==> config.mk <==
export PLATFORM = sky130hd
export DESIGN_NAME = controller_input_report_framer
export DESIGN_NICKNAME = d
export VERILOG_FILES = /design/src/design/cirf_pkg.sv /design/src/design/cirf_ctrl.sv /design/src/design/cirf_datapath.sv /design/src/design/controller_input_report_framer.sv
export SDC_FILE = /design/constraint.sdc
export NUM_CORES = 1
export LEC_CHECK = 0
export BUFFER_PORTS_ARGS = -buffer_cell sky130_fd_sc_hd__buf_4
export CORE_AREA = 2 2 206 208
export CTS_CLUSTER_SIZE = 10
export DETAILED_ROUTE_END_ITERATION = 10
export DIE_AREA = 0 0 208 210
export GPL_ROUTABILITY_DRIVEN = 0
export PLACE_DENSITY = 0.62
export SYNTH_ARGS = -nofsm -noshare
export SYNTH_HDL_FRONTEND = slang
export SYNTH_SLANG_ARGS = --single-unit
==> constraint.sdc <==
create_clock -name i_clk -period 3.65 [get_ports i_clk]
set_input_delay 0.1825 -clock i_clk [delete_from_list [all_inputs] [get_ports i_clk]]
set_output_delay 0.1825 -clock i_clk [all_outputs]
set_load 0.1 [all_outputs]
==> src/design/cirf_pkg.sv <==
`timescale 1ns / 1ps
`default_nettype none

package cirf_pkg;

    localparam int EXT_BYTES = 21;
    localparam int EXT_AW    = $clog2(EXT_BYTES);

    localparam logic [2:0] OP_WRITE_EXT  = 3'd0;
    localparam logic [2:0] OP_DATA       = 3'd1;
    localparam logic [2:0] OP_STATUS     = 3'd2;
    localparam logic [2:0] OP_ACK        = 3'd3;
    localparam logic [2:0] OP_GET_REPORT = 3'd4;

    localparam logic [2:0] K_DATA   = 3'd0;
    localparam logic [2:0] K_STATUS = 3'd1;
    localparam logic [2:0] K_ACK    = 3'd2;
    localparam logic [2:0] K_ZERO   = 3'd3;
    localparam logic [2:0] K_ERR    = 3'd4;

    localparam logic [1:0] E_NONE     = 2'd0;
    localparam logic [1:0] E_BAD_TYPE = 2'd1;
    localparam logic [1:0] E_BAD_ID   = 2'd2;

    localparam logic [7:0] ID_STATUS  = 8'h20;
    localparam logic [7:0] ID_READ    = 8'h21;
    localparam logic [7:0] ID_ACK     = 8'h22;
    localparam logic [3:0] ID_DATA_HI = 4'h3;
    localparam logic [1:0] MODE_HI    = 2'b11;
    localparam logic [7:0] IR_FILL    = 8'hFF;

    localparam logic [4:0] STATUS_SIZE = 5'd6;
    localparam logic [4:0] ACK_SIZE    = 5'd4;
    localparam logic [4:0] READ_SIZE   = 5'd21;

    localparam logic [1:0] CFG_MODE    = 2'd0;
    localparam logic [1:0] CFG_LEDS    = 2'd1;
    localparam logic [1:0] CFG_IR      = 2'd2;
    localparam logic [1:0] CFG_SPEAKER = 2'd3;

    localparam logic [5:0] MODE_RESET = 6'h30;

    typedef struct packed {
        logic [4:0] size;
        logic       has_buttons;
        logic       has_accel;
        logic [4:0] accel_at;
        logic [4:0] ir_at;
        logic [4:0] ir_len;
        logic [4:0] ext_at;
        logic [4:0] ext_len;
    } t_layout;

    typedef struct packed {
        logic load;
        logic store_wr;
        logic step;
    } t_dp_cmd;

    typedef struct packed {
        logic plan_ok;
        logic is_write;
        logic last;
        logic out_free;
    } t_dp_sts;

    function automatic t_layout cirf_layout(input logic [3:0] idx);
        t_layout l;
        l = '0;
        unique case (idx)
            4'h0: l = '{5'd2,  1'b1, 1'b0, 5'd0, 5'd0, 5'd0,  5'd0,  5'd0};
            4'h1: l = '{5'd5,  1'b1, 1'b1, 5'd2, 5'd0, 5'd0,  5'd0,  5'd0};
            4'h2: l = '{5'd10, 1'b1, 1'b0, 5'd0, 5'd0, 5'd0,  5'd2,  5'd8};
            4'h3: l = '{5'd17, 1'b1, 1'b1, 5'd2, 5'd5, 5'd12, 5'd0,  5'd0};
            4'h4: l = '{5'd21, 1'b1, 1'b0, 5'd0, 5'd0, 5'd0,  5'd2,  5'd19};
            4'h5: l = '{5'd21, 1'b1, 1'b1, 5'd2, 5'd0, 5'd0,  5'd5,  5'd16};
            4'h6: l = '{5'd21, 1'b1, 1'b0, 5'd0, 5'd2, 5'd10, 5'd12, 5'd9};
            4'h7: l = '{5'd21, 1'b1, 1'b1, 5'd2, 5'd5, 5'd10, 5'd15, 5'd6};
            4'h8, 4'h9, 4'hA, 4'hB, 4'hC: l = '0;
            4'hD: l = '{5'd21, 1'b0, 1'b0, 5'd0, 5'd0, 5'd0,  5'd0,  5'd21};
            4'hE, 4'hF: l = '{5'd21, 1'b1, 1'b0, 5'd0, 5'd2, 5'd19, 5'd0, 5'd0};
        endcase
        return l;
    endfunction

endpackage

`default_nettype wire

==> src/design/cirf_ctrl.sv <==
`timescale 1ns / 1ps
`default_nettype none

module cirf_ctrl (
    input  wire               i_clk,
    input  wire               i_rst_n,
    input  wire               i_in_valid,
    output logic              o_in_stall,
    input  cirf_pkg::t_dp_sts i_sts,
    output cirf_pkg::t_dp_cmd o_cmd
);
    import cirf_pkg::*;

    localparam logic S_IDLE = 1'b0;
    localparam logic S_EMIT = 1'b1;

    logic r_state;
    logic n_state;
    logic accept;

    assign o_in_stall = (r_state != S_IDLE);
    assign accept     = i_in_valid && (r_state == S_IDLE);

    always_comb begin
        o_cmd.load     = accept && i_sts.plan_ok;
        o_cmd.store_wr = accept && i_sts.is_write;
        o_cmd.step     = (r_state == S_EMIT) && i_sts.out_free;
    end

    always_comb begin
        n_state = r_state;
        unique case (r_state)
            S_IDLE: begin
                if (o_cmd.load) n_state = S_EMIT;
            end
            S_EMIT: begin
                if (o_cmd.step && i_sts.last) n_state = S_IDLE;
            end
        endcase
    end

    always_ff @(posedge i_clk) begin
        if (!i_rst_n) begin
            r_state <= S_IDLE;
        end else begin
            r_state <= n_state;
        end
    end

endmodule

`default_nettype wire

==> src/design/cirf_datapath.sv <==
`timescale 1ns / 1ps
`default_nettype none

module cirf_datapath (
    input  wire               i_clk,
    input  wire               i_rst_n,
    input  cirf_pkg::t_dp_cmd i_cmd,
    output cirf_pkg::t_dp_sts o_sts,
    input  wire               i_cfg_wr_en,
    input  wire  [1:0]        i_cfg_index,
    input  wire  [5:0]        i_cfg_data,
    input  wire  [2:0]        i_opcode,
    input  wire  [7:0]        i_req_id,
    input  wire               i_report_is_input,
    input  wire  [15:0]       i_buttons,
    input  wire  [7:0]        i_accel_x,
    input  wire  [7:0]        i_accel_y,
    input  wire  [7:0]        i_accel_z,
    input  wire  [7:0]        i_batt_level,
    input  wire               i_batt_low,
    input  wire  [4:0]        i_ext_index,
    input  wire  [7:0]        i_byte_value,
    output logic              o_out_valid,
    input  wire               i_out_stall,
    output logic [7:0]        o_sent_id,
    output logic [4:0]        o_byte_index,
    output logic [7:0]        o_data_byte,
    output logic              o_last_byte,
    output logic [1:0]        o_error_code
);
    import cirf_pkg::*;

    // configuration
    logic [5:0] r_mode;
    logic [3:0] r_leds;
    logic       r_ir_en;
    logic       r_spk_en;

    logic [7:0] r_store [EXT_BYTES];

    // latched request
    logic [2:0]  r_kind;
    logic [4:0]  r_size;
    logic [7:0]  r_id;
    logic [3:0]  r_lidx;
    logic [1:0]  r_err;
    logic [15:0] r_buttons;
    logic [7:0]  r_ax;
    logic [7:0]  r_ay;
    logic [7:0]  r_az;
    logic [7:0]  r_batt;
    logic        r_blow;
    logic [7:0]  r_rid;
    logic [7:0]  r_bval;
    logic [4:0]  r_k;

    // decode of the incoming beat
    logic [2:0] p_kind;
    logic [4:0] p_size;
    logic [7:0] p_id;
    logic [3:0] p_lidx;
    logic [1:0] p_err;
    logic       p_ok;
    t_layout    mode_lay;
    t_layout    id_lay;

    always_comb begin
        mode_lay = cirf_layout(r_mode[3:0]);
        id_lay   = cirf_layout(i_req_id[3:0]);
        p_kind   = K_ZERO;
        p_size   = 5'd1;
        p_id     = i_req_id;
        p_lidx   = i_req_id[3:0];
        p_err    = E_NONE;
        p_ok     = 1'b0;
        unique case (i_opcode)
            OP_DATA: begin
                p_kind = K_DATA;
                p_size = mode_lay.size;
                p_id   = {2'b00, r_mode};
                p_lidx = r_mode[3:0];
                p_ok   = (r_mode[5:4] == MODE_HI) && (mode_lay.size != 5'd0);
            end
            OP_STATUS: begin
                p_kind = K_STATUS;
                p_size = STATUS_SIZE;
                p_id   = ID_STATUS;
                p_ok   = 1'b1;
            end
            OP_ACK: begin
                p_kind = K_ACK;
                p_size = ACK_SIZE;
                p_id   = ID_ACK;
                p_ok   = 1'b1;
            end
            OP_GET_REPORT: begin
                p_ok = 1'b1;
                priority if (!i_report_is_input) begin
                    p_kind = K_ERR;
                    p_err  = E_BAD_TYPE;
                end else if (i_req_id == ID_STATUS) begin
                    p_kind = K_STATUS;
                    p_size = STATUS_SIZE;
                end else if (i_req_id == ID_READ) begin
                    p_size = READ_SIZE;
                end else if (i_req_id == ID_ACK) begin
                    p_size = ACK_SIZE;
                end else if ((i_req_id[7:4] == ID_DATA_HI) && (id_lay.size >= 5'd2)) begin
                    p_kind = K_DATA;
                    p_size = id_lay.size;
                end else begin
                    p_kind = K_ERR;
                    p_err  = E_BAD_ID;
                end
            end
            default: p_ok = 1'b0;
        endcase
    end

    // byte at position r_k
    t_layout    lay;
    logic [4:0] ext_n;
    logic [4:0] d_acc;
    logic [4:0] d_ir;
    logic [4:0] d_ext;
    logic [7:0] byte_d;

    always_comb begin
        lay    = cirf_layout(r_lidx);
        ext_n  = (lay.ext_len > 5'(EXT_BYTES)) ? 5'(EXT_BYTES) : lay.ext_len;
        d_acc  = r_k - lay.accel_at;
        d_ir   = r_k - lay.ir_at;
        d_ext  = r_k - lay.ext_at;
        byte_d = 8'h00;
        unique case (r_kind)
            K_DATA: begin
                if (lay.has_buttons && r_k == 5'd0) byte_d = r_buttons[15:8];
                if (lay.has_buttons && r_k == 5'd1) byte_d = r_buttons[7:0];
                if (lay.has_accel && r_k >= lay.accel_at && d_acc < 5'd3) begin
                    unique case (d_acc)
                        5'd0:    byte_d = r_ax;
                        5'd1:    byte_d = r_ay;
                        default: byte_d = r_az;
                    endcase
                end
                if (r_k >= lay.ir_at && d_ir < lay.ir_len) byte_d = IR_FILL;
                if (r_k >= lay.ext_at && d_ext < ext_n) byte_d = r_store[d_ext[EXT_AW-1:0]];
            end
            K_STATUS: begin
                unique case (r_k)
                    5'd0:    byte_d = r_buttons[15:8];
                    5'd1:    byte_d = r_buttons[7:0];
                    5'd2:    byte_d = {r_leds, r_ir_en, r_spk_en, 1'b0, r_blow};
                    5'd5:    byte_d = r_batt;
                    default: byte_d = 8'h00;
                endcase
            end
            K_ACK: begin
                unique case (r_k)
                    5'd0:    byte_d = r_buttons[15:8];
                    5'd1:    byte_d = r_buttons[7:0];
                    5'd2:    byte_d = r_rid;
                    5'd3:    byte_d = r_bval;
                    default: byte_d = 8'h00;
                endcase
            end
            default: byte_d = 8'h00;
        endcase
    end

    always_comb begin
        o_sts.plan_ok  = p_ok;
        o_sts.is_write = (i_opcode == OP_WRITE_EXT);
        o_sts.last     = ((r_k + 5'd1) == r_size);
        o_sts.out_free = !o_out_valid || !i_out_stall;
    end

    always_ff @(posedge i_clk) begin
        if (!i_rst_n) begin
            r_mode   <= MODE_RESET;
            r_leds   <= 4'd0;
            r_ir_en  <= 1'b0;
            r_spk_en <= 1'b0;
        end else if (i_cfg_wr_en) begin
            unique case (i_cfg_index)
                CFG_MODE:    r_mode   <= i_cfg_data;
                CFG_LEDS:    r_leds   <= i_cfg_data[3:0];
                CFG_IR:      r_ir_en  <= i_cfg_data[0];
                CFG_SPEAKER: r_spk_en <= i_cfg_data[0];
            endcase
        end
    end

    always_ff @(posedge i_clk) begin
        if (!i_rst_n) begin
            for (int i = 0; i < EXT_BYTES; i++) r_store[i] <= 8'h00;
        end else if (i_cmd.store_wr && (i_ext_index < 5'(EXT_BYTES))) begin
            r_store[i_ext_index[EXT_AW-1:0]] <= i_byte_value;
        end
    end

    always_ff @(posedge i_clk) begin
        if (i_cmd.load) begin
            r_kind    <= p_kind;
            r_size    <= p_size;
            r_id      <= p_id;
            r_lidx    <= p_lidx;
            r_err     <= p_err;
            r_buttons <= i_buttons;
            r_ax      <= i_accel_x;
            r_ay      <= i_accel_y;
            r_az      <= i_accel_z;
            r_batt    <= i_batt_level;
            r_blow    <= i_batt_low;
            r_rid     <= i_req_id;
            r_bval    <= i_byte_value;
        end
    end

    always_ff @(posedge i_clk) begin
        if (!i_rst_n) begin
            r_k <= 5'd0;
        end else if (i_cmd.load) begin
            r_k <= 5'd0;
        end else if (i_cmd.step) begin
            r_k <= r_k + 5'd1;
        end
    end

    // output beat register
    always_ff @(posedge i_clk) begin
        if (!i_rst_n) begin
            o_out_valid <= 1'b0;
        end else if (i_cmd.step) begin
            o_out_valid <= 1'b1;
        end else if (!i_out_stall) begin
            o_out_valid <= 1'b0;
        end
    end

    always_ff @(posedge i_clk) begin
        if (i_cmd.step) begin
            o_sent_id    <= r_id;
            o_byte_index <= r_k;
            o_data_byte  <= byte_d;
            o_last_byte  <= o_sts.last;
            o_error_code <= r_err;
        end
    end

endmodule

`default_nettype wire

==> src/design/controller_input_report_framer.sv <==
// Controller input report framer.
// Input channel (i_in_valid / o_in_stall): one request beat per item. Opcode 0
// writes the extension byte store and emits nothing; opcodes 1..4 emit a data,
// status, ack or get-report response; other opcodes and an unusable reporting
// mode emit nothing.
// Output channel (o_out_valid / i_out_stall): one beat per payload byte, with
// id, byte index, byte, last flag and error code. An error response is a
// single beat with last set.
// Config port: i_cfg_wr_en writes i_cfg_data into register i_cfg_index
// (0 mode, 1 leds, 2 camera enable, 3 speaker enable) in the same cycle.
// Flow: an accepted request is latched into the request registers, and each
// byte then goes through the output beat register, one byte per cycle while
// the output is not stalled; a request that emits nothing leaves the block
// idle. The rate is set by the single byte counter that walks the report.
// A stall on the output holds the current beat and the byte counter; the
// input is stalled until the last byte of a report is registered.
// Reset clears the mode to 0x30, the other config registers, the byte counter
// and the extension store to zero, and drops o_out_valid.
`timescale 1ns / 1ps
`default_nettype none

module controller_input_report_framer (
    input  wire        i_clk,
    input  wire        i_rst_n,
    input  wire        i_cfg_wr_en,
    input  wire  [1:0] i_cfg_index,
    input  wire  [5:0] i_cfg_data,
    input  wire        i_in_valid,
    output logic       o_in_stall,
    input  wire  [2:0] i_opcode,
    input  wire  [7:0] i_req_id,
    input  wire        i_report_is_input,
    input  wire [15:0] i_buttons,
    input  wire  [7:0] i_accel_x,
    input  wire  [7:0] i_accel_y,
    input  wire  [7:0] i_accel_z,
    input  wire  [7:0] i_batt_level,
    input  wire        i_batt_low,
    input  wire  [4:0] i_ext_index,
    input  wire  [7:0] i_byte_value,
    output logic       o_out_valid,
    input  wire        i_out_stall,
    output logic [7:0] o_sent_id,
    output logic [4:0] o_byte_index,
    output logic [7:0] o_data_byte,
    output logic       o_last_byte,
    output logic [1:0] o_error_code
);
    import cirf_pkg::*;

    t_dp_cmd cmd;
    t_dp_sts sts;

    cirf_ctrl u_ctrl (
        .i_clk      (i_clk),
        .i_rst_n    (i_rst_n),
        .i_in_valid (i_in_valid),
        .o_in_stall (o_in_stall),
        .i_sts      (sts),
        .o_cmd      (cmd)
    );

    cirf_datapath u_dp (
        .i_clk             (i_clk),
        .i_rst_n           (i_rst_n),
        .i_cmd             (cmd),
        .o_sts             (sts),
        .i_cfg_wr_en       (i_cfg_wr_en),
        .i_cfg_index       (i_cfg_index),
        .i_cfg_data        (i_cfg_data),
        .i_opcode          (i_opcode),
        .i_req_id          (i_req_id),
        .i_report_is_input (i_report_is_input),
        .i_buttons         (i_buttons),
        .i_accel_x         (i_accel_x),
        .i_accel_y         (i_accel_y),
        .i_accel_z         (i_accel_z),
        .i_batt_level      (i_batt_level),
        .i_batt_low        (i_batt_low),
        .i_ext_index       (i_ext_index),
        .i_byte_value      (i_byte_value),
        .o_out_valid       (o_out_valid),
        .i_out_stall       (i_out_stall),
        .o_sent_id         (o_sent_id),
        .o_byte_index      (o_byte_index),
        .o_data_byte       (o_data_byte),
        .o_last_byte       (o_last_byte),
        .o_error_code      (o_error_code)
    );

endmodule

`default_nettype wire

; After elaboration in Yosys (flattened, before gate mapping)
; Memory sizes are Yosys's and may differ from the RTL's. A register that Yosys moved wholly into a read port is not among the register bits.
; Cells that the tools add are included.
[word_totals]
reg_bits = 130
mem_bits_rw = 168
mem_bits_ro = 1200
in_bits = 87
out_inout_bits = 26
n_memories = 4
[memory_table]
columns = memory, depth, width, rd, rd_clocked_by_memory_dff, write_ports, line_no
row1 = (name not given), 16, 25, 1, 1, 0, cirf_pkg.sv:70  ; unique case (idx)
row2 = (name not given), 16, 25, 1, 1, 0, cirf_pkg.sv:70
row3 = (name not given), 16, 25, 1, 0, 0, cirf_pkg.sv:70
row4 = u_dp.r_store, 21, 8, 1, 0, 21, cirf_datapath.sv:39  ; logic [7:0] r_store [EXT_BYTES];
[op_classes]
add_sub_neg = 4
magnitude_cmp = 9
eq_ne = 21
n_mux = 45
bitwise = 4
reduce_logical = 31
[op_table]
columns = op, count
row1 = one-hot mux 8 bit (4 select lines), 2
row2 = 2-to-1 mux 8 bit, 6
row3 = one-hot mux 8 bit (3 select lines), 2
row4 = 2-to-1 mux 5 bit, 7
row5 = "equality test 8 x 6 -> 1 bit, second input constant", 3
row6 = one-hot mux 5 bit (4 select lines), 1
row7 = 2-to-1 mux 4 bit, 4
row8 = one-hot mux 8 bit (2 select lines), 1
row9 = greater-or-equal comparator 5 bit, 3
row10 = 2-to-1 mux 3 bit, 5
row11 = subtractor 5 bit, 3
row12 = logical AND 1 bit, 14
row13 = 2-to-1 mux 1 bit, 13
row14 = one-hot mux 3 bit (4 select lines), 1
row15 = "equality test 5 x 1 -> 1 bit, second input constant", 2
row16 = "equality test 5 x 2 -> 1 bit, second input constant", 2
row17 = zero test 5 bit, 2
row18 = < comparator 5 bit, 2
row19 = "equality test 3 x 2 -> 1 bit, second input constant", 3
row20 = AND reduction 2 bit, 4
row21 = OR reduction 8 bit, 1
row22 = "equality test 2 bit, second input constant", 3
row23 = "equality test 3 x 1 -> 1 bit, second input constant", 2
row24 = zero test 3 bit, 2
row25 = other kinds (21), 26

; Longest topological paths before layout
; Gate-level depths: netlist (run 1).
[logic_depth]
depth_word = 9
mapped_depth = 16
mapped_depth_nobuf = 14

; By module
; From an unflattened synthesis (run 1), not the netlist that was laid out.
[hier_totals]
cells_unflattened = 1261
area_unflattened_um2 = 18417.7
[by_module_without_submodules]
columns = mod, instances, cells_each, area_per_inst_um2, seq_area_each_um2
row1 = cirf_datapath, 1, 1253, 18355.1, 11821.3
row2 = cirf_ctrl, 1, 8, 62.6, 20.0

; Worst setup path after synthesis (run 1)
; Ideal clock, no wire load.
[synth_timing]
path_type = register to register
from = reg u_ctrl.r_state, in the netlist u_ctrl.o_in_stall
to = reg u_dp.r_ax[0], enable pin
setup_ns = 0.442
arrival_ns = 3.086
required_ns = 3.208
setup_slack_ns = 0.123
stages_incl_launch_ff = 5
path_cell_list = dfxtp_1 nand2b_1 a221o_1 buf_6 inv_1
[synth_lines]
columns = element, line_no
row1 = start: declaration, cirf_ctrl.sv:17  ; logic r_state;
row2 = start signal: assignment, cirf_ctrl.sv:46  ; r_state <= n_state;
row3 = end signal: assignment, cirf_datapath.sv:210  ; r_ax <= i_accel_x;
row4 = end: declaration, cirf_datapath.sv:48  ; logic [7:0] r_ax;

; Worst setup path after layout (run 1)
[layout_timing]
from = reg u_dp.r_k[0]
to = reg u_dp.o_data_byte[7] (data pin)
[layout_between]
elab_chain_len = 8
word_cells_on_any_way = 32
[layout_lines]
columns = element, line_no
row1 = start: declaration, cirf_datapath.sv:55  ; logic [4:0] r_k;
row2 = start signal: assignment, cirf_datapath.sv:226  ; r_k <= r_k + 5'd1;
row3 = branches (longest 7 deep; another with subtractor 5 bit), -
row4 = one-hot mux 8 bit (3 select lines) *, cirf_datapath.sv:135  ; unique case (r_kind)
row5 = end signal: assignment, cirf_datapath.sv:245  ; o_data_byte <= byte_d;
row6 = end: declaration, cirf_datapath.sv:27  ; output logic [7:0] o_data_byte,
; Mark *: on every way between the ends.
; A chain may end at the register's enable or synchronous reset.

==> out/qor.yml, run 1 <==
ys_seq_area_share_pct: 64.3
synth_area_um2: 18400
dieArea_um2: 43700
antenna_found_initial: 1
power_density_nw_per_um2: 487
grt_overflow: 0
yosys.area_share.simple_pct: 13.6
synthAdderAreaFrac_pct: 1.92
crit_type: "reg2reg"
initial_utilization_pct: 44.4
tns_ns: 0
finalHoldViolCount: 0
synth_seq_cells: 408
rsz0062_at_grt: "no"
syn-instance-count: 1335
drc: 0
use_met1_pct: 30.1
yosys_warnings: 0
met3_usage_pct: 4.31
core_area_um2: 41500
relSlewSlack_pct: 41.8
place_area_um2: 20300
grt_max_degree: 82
final_layout_size_suffix_gt1_share_pct: 18.7
timing.hold.ws_ns: 0.0448
crit_fanout: 8
synthFlopType: "edfxtp_1"
wl_per_cell_um: 21.6
peakVddDrop_mv: 0.321
min_path_cells: 4
synth_cell_types: 71
cts_sinks: 408
finalCritPeriodShare_pct: 89.1
cp-start-kind: "flop"
ios: 113
die_h_um: 210
cp.arrival_ns: 3.57
via_per_inst: 5.47
synth-compound-area-share_pct: 6.71
clk_pin_slew_ns: 0.06
maxCapViolCount: 0
synth.mux.area_fraction_pct: 10.2
area_delta_synth_final_pct: 21.5
async_flop_share_pct: 0
port_buffers: 112
grt_pass1_vias: 12100
period_needed_ns: 3.25
ff2ff_setup_slack_ns: 0.40
tightest_slew_ns: 0.866
clockBufferDepth: 3
outcome: "complete, no violations"
drt_first_pass_iters: 6
cts_root_buf: "clkbuf_16"
rows: 75
hp-start: "i_cfg_index[1]"
grt.busiest_layer: "met2"
die_w_um: 208
r2r_cells: 10
htree_levels: 2
r2r_start: "u_dp.r_k[0]$_SDFFE_PP0P_"
drt_iter0_markers: 1337
grt_pass1_wl_mm: 72.4
holdPathEnd: "u_dp.r_spk_en$_SDFFE_PN0P_"
n_antenna_cell: 0
track_usage_pct: 21.8
setup_viol: 0
ant_nets: 0
dp_hpwl_mm: 31.2
vias: 12000
power_mw: 10.9
clk_latency_ns: 0.57
fmax_mhz: 308
skew_ns: 0.0197
cts_tree: "built"
synth_top_family_by_area: "simple AND/OR/NAND/NOR gates"
synth_xor_area_share_pct: 0.809
final_common_cell: "edfxtp_1"
fill_cells: 3484
nets: 1736
required_ns: 3.97
fin_area_um2: 22400
synth-edff-count: 367
cts_made_buffers: 47
min_path_type: "in2reg"
wl_mm: 47.3
avgSynthCellArea_um2: 13.8
end_kind: "flop"
mostFrequentLayoutCells: "edfxtp_1, and2_1, buf_4"
reg2reg_to: "u_dp.o_data_byte[7]$_SDFFCE_PN0P_"
p_leak_nw: 8.34
slew_viol_final: 0
grt_util_met2_pct: 35.3
[flip-flops by register name, summed over array words and instances, names as in the netlist, 2 cells and up]
| name | count |
|---|---|
| u_dp.lay | 17 |
| u_dp.mode_lay | 5 |
| u_dp.o_byte_index | 5 |
| u_dp.o_data_byte | 8 |
| u_dp.o_error_code | 2 |
| u_dp.o_sent_id | 8 |
| u_dp.r_ax | 8 |
| u_dp.r_ay | 8 |
| u_dp.r_az | 8 |
| u_dp.r_batt | 8 |
| u_dp.r_buttons | 16 |
| u_dp.r_bval | 8 |
| u_dp.r_err | 2 |
| u_dp.r_id | 8 |
| u_dp.r_k | 5 |
| u_dp.r_kind | 3 |
| u_dp.r_leds | 4 |
| u_dp.r_lidx | 4 |
| u_dp.r_mode | 6 |
| u_dp.r_rid | 8 |
| u_dp.r_size | 5 |
| u_dp.r_store | 256 |
[stage by stage]
stage | util (%) | instances | worst slack, ns
final | 53.9 | 2191 | 0.399
after global routing | 53.9 | 2191 | 0.156
after CTS | 53.9 | 2189 | 0.120
after detailed placement | 49.0 | 2043 | 0.127
after global placement | 49.0 | 2043 | 0.381
after floorplan | - | 1422 | 0.123
[worst max path at each step]
stage	from	to	slack, ns
3_3_place_gp	u_dp.r_k[0]$_SDFFE_PP0P_	u_dp.o_data_byte[2]$_SDFFCE_PN0P_	0.38
6_report	u_dp.r_k[0]$_SDFFE_PP0P_	u_dp.o_data_byte[7]$_SDFFCE_PN0P_	0.40
2_1_floorplan	u_ctrl.o_in_stall$_SDFF_PN0_	u_dp.r_ax[0]$_DFFE_PN_	0.12
4_1_cts	u_dp.r_k[0]$_SDFFE_PP0P_	u_dp.o_data_byte[4]$_SDFFCE_PN0P_	0.12
5_1_grt	u_dp.r_k[0]$_SDFFE_PP0P_	u_dp.o_data_byte[4]$_SDFFCE_PN0P_	0.16
3_5_place_dp	u_dp.r_k[0]$_SDFFE_PP0P_	u_dp.o_data_byte[4]$_SDFFCE_PN0P_	0.13
[synth_stat cells, types with 3 or more instances]
| master | instances | share of area [%] |
|---|---|---|
| mux2_4 | 3 | 0.24 |
| buf_2 | 10 | 0.27 |
| nor2_1 | 60 | 1.2 |
| nand2_1 | 88 | 1.8 |
| a41oi_1 | 8 | 0.38 |
| a211oi_1 | 4 | 0.16 |
| buf_1 | 3 | 0.061 |
| o21a_1 | 3 | 0.12 |
| xor2_1 | 8 | 0.38 |
| or3_1 | 3 | 0.10 |
| nand3b_1 | 6 | 0.24 |
| clkbuf_1 | 63 | 1.3 |
| o21ai_1 | 3 | 0.082 |
| mux2i_1 | 26 | 1.4 |
| nand4_1 | 5 | 0.17 |
| a221oi_1 | 9 | 0.43 |
| nor4_1 | 7 | 0.24 |
| nand2b_1 | 10 | 0.34 |
| a21boi_0 | 4 | 0.16 |
| a21o_1 | 3 | 0.12 |
| and3_1 | 3 | 0.10 |
| edfxtp_1 | 367 | 60 |
| nor2b_1 | 19 | 0.65 |
| or3b_2 | 4 | 0.19 |
| a21oi_1 | 45 | 1.2 |
| mux4_2 | 64 | 7.8 |
| o211ai_1 | 3 | 0.12 |
| dfxtp_1 | 41 | 4.5 |
| nand3_1 | 64 | 1.7 |
| a22oi_1 | 3 | 0.12 |
| o21ai_0 | 91 | 2.5 |
| ha_1 | 25 | 1.7 |
| nor3_1 | 9 | 0.24 |
| xnor2_1 | 9 | 0.43 |
| o22a_1 | 5 | 0.24 |
| a31oi_1 | 8 | 0.27 |
| mux2_2 | 7 | 0.43 |
| inv_1 | 28 | 0.57 |
| and2_1 | 174 | 5.9 |
[where the power goes]
| group | switching (mW) | internal [mW] |
|---|---|---|
| clock network | 1.79 | 2.41 |
| logic | 0.787 | 0.544 |
| registers | 0.0671 | 5.30 |
| total | 2.65 | 8.25 |
[area by class of cell]
| class | instances | area (um^2) | area share [%] |
|---|---|---|---|
| Clock buffer | 76 | 1290 | 5.79 |
| Clock inverter | 3 | 33.8 | 0.151 |
| Inverter | 29 | 110 | 0.492 |
| Multi-Input combinational cell | 905 | 6480 | 29.0 |
| Sequential cell | 408 | 11800 | 53.0 |
| Tap cell | 539 | 674 | 3.02 |
| Timing Repair Buffer | 231 | 1930 | 8.62 |
[per-layer routing]
metal	vias to the layer above	routed length, um
met2	476	22500
met5	-	0
met3	80	3440
li1	5493	-
met1	5939	20100
met4	0	1200
[kinds of logic (layout without fill, tap and decap cells)]
family                   Yosys count  in the layout
AO/OA/AOI/OAI                    206            206
XOR/XNOR                          17             17
adder cells (fa/ha/maj)           27             27
buffers and inverters            109            339
flip-flops                       408            408
multiplexers                     103            103
other                              1             88
AND/OR/NAND/NOR                  464            464
[worst max-delay path: stages, from the launching register on]
cell and delay, ns:
dfxtp_1 0.31, inv_1 0.16, ha_4 0.17, inv_1 0.05, fa_2 0.36, o21a_1 0.21
or3b_2 0.45, a21oi_1 0.55, nand3_1 0.29, a41oi_1 0.32, o21ai_0 0.12
[timing repair]
action                                  CTS  global route
hold buffers                             67             0
setup buffers                             0             2
gates resized for setup                   0             1
endpoints found under the hold margin    72             0
endpoints found under the setup margin    0             8
Note: power is estimated with default switching activity, not from simulation.
==> inputs of run 2 (changes only) <==
- ABC_AREA: not set -> 1
==> run 2 against run 1 <==
Net effect: sequential share of layout area grew 0.30 points; wire length shrank 0.60%; combinational power grew 53%; sequential power grew 0.9%; worst setup slack gained 0.12 ns; utilization shrank 0.31 points; flip-flop and latch count is the same; largest power group unchanged; fmax grew 3.8%; count of clock-buffer cells in the layout shrank 4.
==> out/qor.yml, run 2 <==
outcome: "complete, no violations"
dp_hpwl_mm: 31.5  # +0.99%
clockBufferDepth: 3  # unchanged
dieArea_um2: 43700  # unchanged
slowest_stage: "fa_2"
cts_resized: 0  # unchanged
clockPowerShare_pct: 35.9  # -2.7 points
synth_top_cell_area_share_pct: 60.0  # +0.11 points
rows: 75  # unchanged
synth_area_um2: 18400  # -0.18%
ant_nets: 0  # unchanged
skew_ns: 0.0147  # -0.00494 ns
synth_cell_types: 43  # -39%
p_leak_nw: 9.21  # +10%
synth-edff-count: 367  # unchanged
swShare_pct: 27.8  # +3.5 points
peakVddDrop_mv: 0.324  # +1.1%
nets: 2259  # +30%
required_ns: 3.97  # about the same
avgSynthCellArea_um2: 9.79  # -29%
power_density_nw_per_um2: 523  # +7.4%
crit_type: "reg2reg"
tightest_slew_ns: 1.04  # +0.170 ns
relSlewSlack_pct: 30.8  # -11 points
grt_overflow: 0  # unchanged
min_path_cells: 3  # -1
finalCritPeriodShare_pct: 85.8  # -3.2 points
core_area_um2: 41500  # unchanged
port_buffers: 112  # unchanged
cp_common_cell: "nand2_1"
regArea_um2: 11800  # unchanged
drt_first_pass_iters: 5  # -1
multi_input_area_um2: 6120  # -5.6%
async_flop_share_pct: 0  # unchanged
holdPathEnd: "u_dp.r_kind[1]$_SDFFCE_PN1N_"
final_common_cell: "nand2_1"
synth_seq_cells: 408  # unchanged
die_h_um: 210  # unchanged
seqPwrFrac_pct: 46.6  # -2.6 points
slew_viol_final: 0  # unchanged
crit_chain: "inv_1 > ha_4 > inv_1 > fa_2 > buf_4 > ha_1 > a21oi_1 > o21a_1 > nand3_1 > nand2_1 > nor2_1 > nand2_1 > nand3_1 > nand2_1"
grt_pass1_wl_mm: 74.8  # +3.2%
die_w_um: 208  # unchanged
wl_per_cell_um: 17.4  # -20%
r2r_start: "u_dp.r_k[0]$_SDFFE_PP0P_"
regMostFlops: "u_dp.r_store"
vias: 13900  # +16%
cts_root_buf: "clkbuf_16"
htree_levels: 2  # unchanged
yosys_warnings: 0  # unchanged
tns_ns: 0  # unchanged
cp-start-kind: "flop"
fill_cells: 3772  # +8.3%
via_per_inst: 5.14  # -6.1%
fin_area_um2: 22200  # -0.57%
final_layout_size_suffix_gt1_share_pct: 9.96  # -8.7 points
p_comb_share_pct: 17.5  # +5.3 points
clk_pin_slew_ns: 0.06  # about the same
drt_iter0_markers: 1430  # +7.0%
syn-instance-count: 1876  # +41%
maxCapViolCount: 0  # unchanged
ios: 113  # unchanged
cts_made_buffers: 47  # unchanged
reg2reg_to: "u_dp.o_data_byte[7]$_SDFFCE_PN0P_"
cts-hold-fix-buffers: 81  # +21%
synthTopCellsByCount: "nand2_1, edfxtp_1, nand3_1, nor2_1, inv_1"
track_usage_pct: 21.8  # about the same
synthFlopType: "edfxtp_1"
hp-start: "i_opcode[0]"
post-synth-top-count-cell: "nand2_1"
place_area_um2: 20100  # -1.2%
critPathMaxStageDelay_ns: 0.56  # about the same
n_antenna_cell: 0  # unchanged
end_kind: "flop"
fmax_mhz: 319  # +3.8%
grt_max_degree: 131  # +60%
post-place-ws_ns: 0.505  # +0.378 ns
area_delta_synth_final_pct: 21.0
period_needed_ns: 3.13  # -0.118 ns
cts_tree: "built"
cts_setup_buffers: 0  # unchanged
initial_utilization_pct: 44.3  # -0.081 points
wl_mm: 47.0  # -0.60%
min_path_type: "in2reg"
cp.arrival_ns: 3.45  # -0.12 ns
clk_latency_ns: 0.57  # about the same
rsz0062_at_grt: "no"
yosys.area.top_type: "edfxtp_1"
largest_reg_flops: 256  # unchanged
p_switching_mw: 3.23  # +22%
yosys-top-cells-area: "edfxtp_1, nand2_1, nand3_1, nor2_1, dfxtp_1"
ff2ff_setup_slack_ns: 0.52  # +0.12 ns
ys_seq_area_share_pct: 64.4  # +0.12 points
setup_viol: 0  # unchanged
mostFrequentLayoutCells: "nand2_1, edfxtp_1, nand3_1"
grt_pass1_vias: 13500  # +12%
drc: 0  # unchanged
fin_ws_ns: 0.517  # +0.118 ns
r2r_cells: 14  # +4
crit_fanout: 45  # +37
finalHoldViolCount: 0  # unchanged
p_int_mw: 8.40  # +1.8%
antenna_found_initial: 0  # -1
cts_sinks: 408  # unchanged
run 2: cell types whose count changed after synthesis, moves of 64 or more:
cell	change
and2_1	-174
inv_1	+82
mux4_2	-64
nand2_1	+452
nand3_1	+241
nor2_1	+189
run 2: per-layer routing:
layer  global-route usage [%]  share of wire [%]  up-vias
met2                     34.0                 45      451
met5                        0                  0        -
met3                     4.56                7.5       80
met1                     30.9                 45     6588
met4                     6.77                2.6        0
li1                         -                  -     6790
run 2: through the flow:
stage               power [mW]  utilization [%]  instances  hold slack, ns
finish                    11.6             53.6       2708          0.0692
global route              12.2             53.6       2708          0.0669
CTS                       11.7             53.6       2708          0.0458
detailed placement        7.47             48.5       2554           0.362
global placement          7.45             48.5       2554           0.362
floorplan                 6.79                -       1963           0.281
run 2: cell families after synthesis:
family / count (synthesis) / synth area share (%)
flops: 408 / 64.4
other cells: 1 / 0.0204
fa+ha+maj: 27 / 1.92
compound gates: 98 / 3.03
xor+xnor: 8 / 0.381
simple gates: 1139 / 26.1
buf+inv: 195 / 4.14
run 2: power by group through the flow:
| stage | combinational [mW] | clock [mW] | sequential, mW |
|---|---|---|---|
| floorplan | 1.18 | 0 | 5.61 |
| global placement | 1.94 | 0 | 5.51 |
| detailed placement | 1.96 | 0 | 5.52 |
| CTS | 2.03 | 4.27 | 5.42 |
| global route | 2.27 | 4.45 | 5.44 |
| finish | 2.04 | 4.18 | 5.42 |
run 2: area by class of cell:
type	instances	area share (%)
Tap cell	539	3.03
Clock buffer	72	5.90
Clock inverter	1	0.0225
Inverter	113	1.92
Timing Repair Buffer	215	8.34
Multi-Input combinational cell	1360	27.5
Sequential cell	408	53.3
run 2: how the worst max path moves through the flow:
stage	start	slack [ns]	cells past startpoint	to
3_3_place_gp	u_dp.r_k[0]$_SDFFE_PP0P_	0.64	14	u_dp.o_data_byte[0]$_SDFFCE_PN0P_
4_1_cts	u_dp.r_k[0]$_SDFFE_PP0P_	0.50	14	u_dp.o_data_byte[7]$_SDFFCE_PN0P_
6_report	u_dp.r_k[0]$_SDFFE_PP0P_	0.52	14	u_dp.o_data_byte[7]$_SDFFCE_PN0P_
3_5_place_dp	u_dp.r_k[0]$_SDFFE_PP0P_	0.50	14	u_dp.o_data_byte[7]$_SDFFCE_PN0P_
5_1_grt	u_dp.r_k[0]$_SDFFE_PP0P_	0.23	14	u_dp.o_data_byte[5]$_SDFFCE_PN0P_
2_1_floorplan	u_ctrl.o_in_stall$_SDFF_PN0_	0.14	8	u_dp.lay[13]$_SDFF_PP0_
run 2: worst max-delay path, delay by kind of cell, from the launching register on:
family                     cells  cell delay (ns)
adders and majority gates      3             0.97
buffers and inverters          3             0.70
and+or+nand+nor                6             0.67
DFF                            1             0.31
AOI/OAI and AO/OA              2             0.25
